==> src/design/sfd_pkg.sv <==
// Shared types and constants for the skeletal frame decode unit.
// Used by the controller, the datapath and the top level; no dependencies.
package sfd_pkg;

  // Pose store depth: one entry per bone index
  localparam int MAX_BONES = 64;
  localparam int BONE_W    = $clog2(MAX_BONES);

  // Iteration counts of the shared sqrt and divide units
  localparam int SQ_STEPS  = 32;
  localparam int DIV_STEPS = 31;

  // Datapath operation codes
  localparam logic [4:0] OP_NONE     = 5'd0;
  localparam logic [4:0] OP_LOAD     = 5'd1;
  localparam logic [4:0] OP_READ     = 5'd2;
  localparam logic [4:0] OP_WSQ      = 5'd3;
  localparam logic [4:0] OP_SQW_GO   = 5'd4;
  localparam logic [4:0] OP_SQW_WAIT = 5'd5;
  localparam logic [4:0] OP_H        = 5'd6;
  localparam logic [4:0] OP_C        = 5'd7;
  localparam logic [4:0] OP_Q        = 5'd8;
  localparam logic [4:0] OP_NORM     = 5'd9;
  localparam logic [4:0] OP_SUM      = 5'd10;
  localparam logic [4:0] OP_SQN_GO   = 5'd11;
  localparam logic [4:0] OP_SQN_WAIT = 5'd12;
  localparam logic [4:0] OP_DIV_GO   = 5'd13;
  localparam logic [4:0] OP_DIV_WAIT = 5'd14;
  localparam logic [4:0] OP_IDENT    = 5'd15;
  localparam logic [4:0] OP_FIN      = 5'd16;

  // Last step of each multiply-accumulate sequence and of the divide sequence
  localparam logic [3:0] LAST_WSQ = 4'd2;
  localparam logic [3:0] LAST_H   = 4'd5;
  localparam logic [3:0] LAST_C   = 4'd8;
  localparam logic [3:0] LAST_Q   = 4'd15;
  localparam logic [3:0] LAST_SUM = 4'd3;
  localparam logic [3:0] LAST_DIV = 4'd3;

  typedef struct packed {
    logic [4:0] op;
    logic [3:0] step;
  } sfd_cmd_t;

  typedef struct packed {
    logic is_root;
    logic sqrt_done;
    logic div_done;
    logic norm_big;
    logic norm_zero;
    logic out_free;
  } sfd_stat_t;

  typedef struct packed {
    logic signed [31:0] tx;
    logic signed [31:0] ty;
    logic signed [31:0] tz;
    logic signed [31:0] qw;
    logic signed [31:0] qx;
    logic signed [31:0] qy;
    logic signed [31:0] qz;
  } sfd_pose_t;

  typedef struct packed {
    logic [BONE_W-1:0]  bone_index;
    logic signed [6:0]  parent_index;
    logic [5:0]         channel_mask;
    logic signed [31:0] base_tx;
    logic signed [31:0] base_ty;
    logic signed [31:0] base_tz;
    logic signed [31:0] base_qx;
    logic signed [31:0] base_qy;
    logic signed [31:0] base_qz;
    logic [63:0]        frame_vals01;
    logic [63:0]        frame_vals23;
    logic [63:0]        frame_vals45;
  } sfd_in_t;

endpackage

==> src/design/sfd_ctrl.sv <==
// Controller state machine: sequences accept, store read, MAC passes and unit waits.
// Depends on sfd_pkg for command and status types.
module sfd_ctrl (
  input  logic               clk,
  input  logic               rst,
  input  logic               in_valid,
  output logic               in_ready,
  input  sfd_pkg::sfd_stat_t stat,
  output sfd_pkg::sfd_cmd_t  cmd
);

  localparam logic [3:0] ST_IDLE     = 4'd0;
  localparam logic [3:0] ST_READ     = 4'd1;
  localparam logic [3:0] ST_WSQ      = 4'd2;
  localparam logic [3:0] ST_SQW_GO   = 4'd3;
  localparam logic [3:0] ST_SQW_WAIT = 4'd4;
  localparam logic [3:0] ST_H        = 4'd5;
  localparam logic [3:0] ST_C        = 4'd6;
  localparam logic [3:0] ST_Q        = 4'd7;
  localparam logic [3:0] ST_NORM     = 4'd8;
  localparam logic [3:0] ST_SUM      = 4'd9;
  localparam logic [3:0] ST_SQN_GO   = 4'd10;
  localparam logic [3:0] ST_SQN_WAIT = 4'd11;
  localparam logic [3:0] ST_DIV_GO   = 4'd12;
  localparam logic [3:0] ST_DIV_WAIT = 4'd13;
  localparam logic [3:0] ST_IDENT    = 4'd14;
  localparam logic [3:0] ST_FIN      = 4'd15;

  logic [3:0] state, state_next;
  logic [3:0] step, step_next;

  always_ff @(posedge clk) begin
    if (rst) begin
      state <= ST_IDLE;
      step  <= '0;
    end else begin
      state <= state_next;
      step  <= step_next;
    end
  end

  // Next state and command
  always_comb begin
    state_next = state;
    step_next  = step;
    cmd.op     = sfd_pkg::OP_NONE;
    cmd.step   = step;
    in_ready   = (state == ST_IDLE);
    unique case (state)
      ST_IDLE: begin
        if (in_valid) begin
          cmd.op = sfd_pkg::OP_LOAD;
          state_next = ST_READ;
        end
      end
      ST_READ: begin
        cmd.op = sfd_pkg::OP_READ;
        step_next = '0;
        state_next = ST_WSQ;
      end
      ST_WSQ: begin
        cmd.op = sfd_pkg::OP_WSQ;
        if (step == sfd_pkg::LAST_WSQ) begin
          step_next = '0;
          state_next = ST_SQW_GO;
        end else step_next = step + 4'd1;
      end
      ST_SQW_GO: begin
        cmd.op = sfd_pkg::OP_SQW_GO;
        state_next = ST_SQW_WAIT;
      end
      ST_SQW_WAIT: begin
        cmd.op = sfd_pkg::OP_SQW_WAIT;
        if (stat.sqrt_done) begin
          step_next = '0;
          state_next = stat.is_root ? ST_FIN : ST_H;
        end
      end
      ST_H: begin
        cmd.op = sfd_pkg::OP_H;
        if (step == sfd_pkg::LAST_H) begin
          step_next = '0;
          state_next = ST_C;
        end else step_next = step + 4'd1;
      end
      ST_C: begin
        cmd.op = sfd_pkg::OP_C;
        if (step == sfd_pkg::LAST_C) begin
          step_next = '0;
          state_next = ST_Q;
        end else step_next = step + 4'd1;
      end
      ST_Q: begin
        cmd.op = sfd_pkg::OP_Q;
        if (step == sfd_pkg::LAST_Q) begin
          step_next = '0;
          state_next = ST_NORM;
        end else step_next = step + 4'd1;
      end
      ST_NORM: begin
        cmd.op = sfd_pkg::OP_NORM;
        if (!stat.norm_big) state_next = ST_SUM;
      end
      ST_SUM: begin
        cmd.op = sfd_pkg::OP_SUM;
        if (step == sfd_pkg::LAST_SUM) begin
          step_next = '0;
          state_next = ST_SQN_GO;
        end else step_next = step + 4'd1;
      end
      ST_SQN_GO: begin
        cmd.op = sfd_pkg::OP_SQN_GO;
        state_next = ST_SQN_WAIT;
      end
      ST_SQN_WAIT: begin
        cmd.op = sfd_pkg::OP_SQN_WAIT;
        if (stat.sqrt_done) begin
          step_next = '0;
          state_next = stat.norm_zero ? ST_IDENT : ST_DIV_GO;
        end
      end
      ST_DIV_GO: begin
        cmd.op = sfd_pkg::OP_DIV_GO;
        state_next = ST_DIV_WAIT;
      end
      ST_DIV_WAIT: begin
        cmd.op = sfd_pkg::OP_DIV_WAIT;
        if (stat.div_done) begin
          if (step == sfd_pkg::LAST_DIV) begin
            step_next = '0;
            state_next = ST_FIN;
          end else begin
            step_next = step + 4'd1;
            state_next = ST_DIV_GO;
          end
        end
      end
      ST_IDENT: begin
        cmd.op = sfd_pkg::OP_IDENT;
        state_next = ST_FIN;
      end
      ST_FIN: begin
        if (stat.out_free) begin
          cmd.op = sfd_pkg::OP_FIN;
          state_next = ST_IDLE;
        end
      end
      default: begin
        state_next = ST_IDLE;
      end
    endcase
  end

endmodule
==> config.mk <==
export PLATFORM = sky130hd
export DESIGN_NAME = sfd_ctrl
export DESIGN_NICKNAME = d
export VERILOG_FILES = /design/src/design/sfd_pkg.sv /design/src/design/sfd_ctrl.sv
export SDC_FILE = /design/constraint.sdc
export NUM_CORES = 1
export LEC_CHECK = 0
export CAP_MARGIN = 15
export CORE_UTILIZATION = 35
export DETAILED_ROUTE_END_ITERATION = 6
export DONT_BUFFER_PORTS = 1
export PLACE_DENSITY = 0.55
export SLEW_MARGIN = 20
export SYNTH_ARGS = -nofsm -noshare
export SYNTH_HDL_FRONTEND = slang
export SYNTH_SLANG_ARGS = --single-unit
==> constraint.sdc <==
create_clock -name clk -period 2.5 [get_ports clk]
set_input_delay 0.375 -clock clk [delete_from_list [all_inputs] [get_ports clk]]
set_output_delay 0.375 -clock clk [all_outputs]
set_load 0.005 [all_outputs]
Yosys cells after proc, flatten, opt, wreduce, memory -nomap -nowiden. Index checks and enable logic that the tools add are counted.

Input bits: 9. Register bits after elaboration: 8. Output and inout port bits: 10. Word-level logic and storage cells: 66.

Equal/unequal tests: 32. Reductions and logical operators: 5. Mux-type cells: 26. Add/sub/neg operators: 1.

Operators with widths (count): case mux 5 bit (16 select lines) (1); two-way mux 4 bit (19); case mux 4 bit (16 select lines) (1); equality test 4 bit, second input constant (10); case mux 4 bit (8 select lines) (1); inequality test 2 bit, second input constant (11); equality test 4 x 3 -> 1 bit, second input constant (5); equality test 4 x 2 -> 1 bit, second input constant (4); AND reduction 11 bit (1); nonzero test 8 bit (1); two-way mux 5 bit (1); adder 4 x 1 -> 4 bit, second input constant (1); equality test 4 x 1 -> 1 bit, second input constant (1); zero test 4 bit (1); two-way mux 2 bit (2); AND reduction 3 bit (1); inequality test 2 x 1 -> 1 bit, second input constant (1); OR reduction 2 bit (1); two-way mux 1 bit (1).

Depth between registers and ports, before layout.
Depth after elaboration: 4. Mapped depth: 7. Mapped depth without buffers: 7.

Least setup slack after synthesis. Ideal clock, no wire load.

Kind: register to register. From: register step[0]. To: register state[1]. Path buffers: 0. Stages on the path, launching flop included: 8. Library setup time: 0.121 ns. Required time: 2.379 ns. Path slack: 0.245 ns. Data arrival time: 2.134 ns. Clock period less this slack: 2.255 ns. Cells stage by stage: dfxtp_1 -> inv_1 -> ha_1 -> or3b_1 -> a32oi_2 -> a21oi_2 -> or4_4 -> mux2_4.

Word-level cells in the longest chain between the ends: 4. Elaborated cells between the ends (all ways): 14. Those cells by class: eq/ne: 10; mux: 3; reduce/logical: 1.

Ends and longest elaborated chain: from (decl) (line sfd_ctrl.sv:30) `logic [3:0] step, step_next;`; from (signal assigned) (line sfd_ctrl.sv:38) `step <= step_next;`; equality test 4 x 2 -> 1 bit (line sfd_ctrl.sv:106, sfd_ctrl.sv:129); two-way mux 2 bit (line sfd_ctrl.sv:129) `if (step == sfd_pkg::LAST_DIV) begin`; two-way mux 4 bit (line sfd_ctrl.sv:128) `if (stat.div_done) begin`; case mux 4 bit (16 select lines) (line sfd_ctrl.sv:49) `unique case (state)`; to (signal assigned) (line sfd_ctrl.sv:37) `state <= state_next;`; to (decl) (line sfd_ctrl.sv:29) `logic [3:0] state, state_next;`.

Parallel ways exist; a longest one is shown, timed or not. The select of a mux whose other input is x is not followed. A chain may end at the register's enable or synchronous reset.

Final worst setup path.
From: register step[1]. To: register state[1].

Same word-level chain as after synthesis.

==> impl_results.md <==
- Status: finished, final reports clean
- Starting Density: 37.4%
- Delay-heaviest family, CP: simple AND/OR/NAND/NOR gates
- Slowest library cell on the worst path: or4_4
- Most frequent cells in the layout: 12 x a21oi_1, 9 x nor2_1, 8 x dfxtp_1
- Crit-path cells: ha_1 > or3b_1 > a32oi_2 > a21oi_2 > or4_4 > mux2_4
- M1 WL: 1.01 mm
- Antenna viol nets, final: 0
- Final WS setup: 0.156 ns
- Routed WL: 2.08 mm
- Sw power: 410 uW
- Via count: 836
- Critical path arrival: 2.49 ns
- Max Freq: 0.427 GHz
- YS warnings: 0
- Fillers: 260
- Pleak: 0.342 nW
- Number of buffers and inverters on the critical path: 0
- Synthesized area per cell: 7.85 um2
- Clk_skew: 0.00276 ns
- Sequential power share: 27.7%
- Clk pwr share: 11.4%
- Rel. slew slack: 56.0%
- Worst skew pair latency: 0.25 ns
- Post-DP Area: 938 um2
- WP data required: 2.64 ns
- Final Critical Period: 2.34 ns
- Final Hold Viols: 0
- # IOs: 19
- DR WL met3: 80 um
- Post-CTS Setup Bufs: 0
- Pin count of the biggest net entering global routing: 18
- Slew Viols, Final: 0
- Top FF cell, synth: dfxtp_1
- Pre-CTS setup slack: 0.168 ns
- Commonest non-fill, non-tap cell in the layout: a21oi_1
- Comb power frac: 60.9%
- Synthesized area: 935 um2
- GR Overflow Total: 0
- Final setup vio count: 0
- Worst Tran Pin Value: 0.660 ns
- Crit. End Element: register
- Pwr per Cell Area: 899 nW/um2
- Total GRT Usage: 16.4%
- Crit-path max cell delay: 0.58 ns
- RSZ-0062 raised after global routing: false
- Cts repair resizes: 0
- P&R area growth vs syn: 2.81%
- Drt first pass iters: 4
- Synthesized Nets: 132
- Asr flop ratio synth: 0%
- Vias in the first global route: 731
- Global-route wire length before repair: 3.38 mm
- Switching share of power: 47.4%
- Internal cell power: 454 uW
- Highest routed layer: met4
- Critical Path Stages: 6
- Ant. Diodes: 0
- Final period util: 93.7%
- Max Buffers Root-to-Sink: 2
- R2r setup slk: 0.16 ns
- Initial antenna violation count: 0
- Num rows: 18
- Setup CP Type: register to register
- CTS Buf Count: 3
- Post-CTS Hold Fix Bufs: 0
- Total clock sinks: 8
- H-tree depth: 1
- Max Cap Viol: 0
- Post-synthesis register bit count: 8
- Layout cells sized above 1: 19.7%
- CP max FO: 5
- Register area share after synthesis: 17.1%
- Die X: 53.7 um
- Number of port buffers: 0
- Vias per Instance: 5.69
- Fin nets: 132
- # DRC: 0
- Clock slew at reported path FFs: 0.05 ns
- DRT iter0 DRCs: 15
- TNS Setup: 0 ns
- Design Area, Final: 961 um2
- Die area: 2880 um2
- Die H: 53.7 um
- CP Launch Point: step[1]$_SDFFE_PP0P_
- Worst r2r path cells: 6
- Met2 WL post-DR: 970 um
- Wire per inst: 14.1 um
- Startpoint types: register
- CTS Root Cell: clkbuf_4
- CP endpoint: state[1]$_SDFFE_PP0P_
- HPWL after DPL: 1.58 mm
- Worst Hold Class: primary input to register
- Worst r2r src: step[1]$_SDFFE_PP0P_
- FF-to-FF End: state[1]$_SDFFE_PP0P_
- Post-Syn Instances: 119
- Worst vdd ir: 556 uV
- Final GP Congestion: 0.841
- Post-synthesis cell type count: 54
- Post-synth EDFFs: 0
- CTS tree: yes
- Core Area: 2500 um2
==> synth_stat cells, types with 3 or more instances <==
library cell | number | area share (%)
nor3b_1 | 5 | 4.0
nor2_1 | 9 | 3.6
nor4_1 | 3 | 2.0
a21oi_1 | 12 | 6.4
nand3_1 | 3 | 1.6
inv_1 | 6 | 2.4
buf_2 | 4 | 2.1
o21ai_0 | 3 | 1.6
nand2_1 | 7 | 2.8
dfxtp_1 | 8 | 17
ha_1 | 4 | 5.4
==> routing by layer <==
layer | track usage [%] | vias up
met5 | 0 | -
met3 | 3.95 | 4
met2 | 21.0 | 15
li1 | - | 432
met4 | 8.77 | 0
met1 | 24.4 | 385
==> cell type report <==
type                            count  area (um2)  area share [%]
Inverter                            7        26.3            2.73
Clock buffer                        3        22.5            2.34
Sequential cell                     8         160            16.7
Tap cell                           30        37.5            3.91
Timing Repair Buffer                7        52.6            5.47
Multi-Input combinational cell     92         662            68.9
==> worst min path at each step <==
stage	startpoint	endpoint	slack, ns	cells past startpoint
after floorplan	step[0]$_SDFFE_PP0P_	step[0]$_SDFFE_PP0P_	0.51	2
after global placement	rst	step[3]$_SDFFE_PP0P_	0.45	1
after detailed placement	rst	state[2]$_SDFFE_PP0P_	0.45	1
after CTS	rst	step[3]$_SDFFE_PP0P_	0.17	1
after global routing	rst	step[3]$_SDFFE_PP0P_	0.16	1
final	rst	step[3]$_SDFFE_PP0P_	0.18	1
==> per-stage QoR <==
step                util (%)  hold slack [ns]  instances  total power [mW]
floorplan                  -            0.515        119             0.695
global placement        37.5            0.447        144             0.756
detailed placement      37.5            0.447        144             0.768
CTS                     38.4            0.173        147             0.870
global route            38.4            0.163        147             0.942
finish                  38.4            0.181        147             0.864
==> power by group through the flow <==
| stage | clock network, mW | registers (mW) | logic (mW) |
|---|---|---|---|
| final | 0.0988 | 0.239 | 0.526 |
| after global routing | 0.111 | 0.247 | 0.584 |
| after CTS | 0.103 | 0.237 | 0.530 |
| after detailed placement | 0 | 0.239 | 0.528 |
| after global placement | 0 | 0.239 | 0.517 |
| after floorplan | 0 | 0.187 | 0.508 |
==> flip-flops by register name (all words and copies together), names as in the netlist <==
register  flops
state         4
step          4
==> worst register-to-register path, stage by stage, from the launching register on <==
cell and delay [ns]:
dfxtp_1 0.41, ha_1 0.19, or3b_1 0.36, a32oi_2 0.26, a21oi_2 0.12, or4_4 0.58
mux2_4 0.31
==> logic make-up (layout without fill, tap and decap cells) <==
logic type,Yosys count,in the layout,synth area share (%)
fa+ha+maj,4,4,5.35
simple gates,52,52,35.7
compound gates,31,31,24.2
xor+xnor,3,3,2.81
buf+inv,19,17,12.0
mux,2,2,2.68
flops,8,8,17.1
Power figures use the tool's default switching activity.
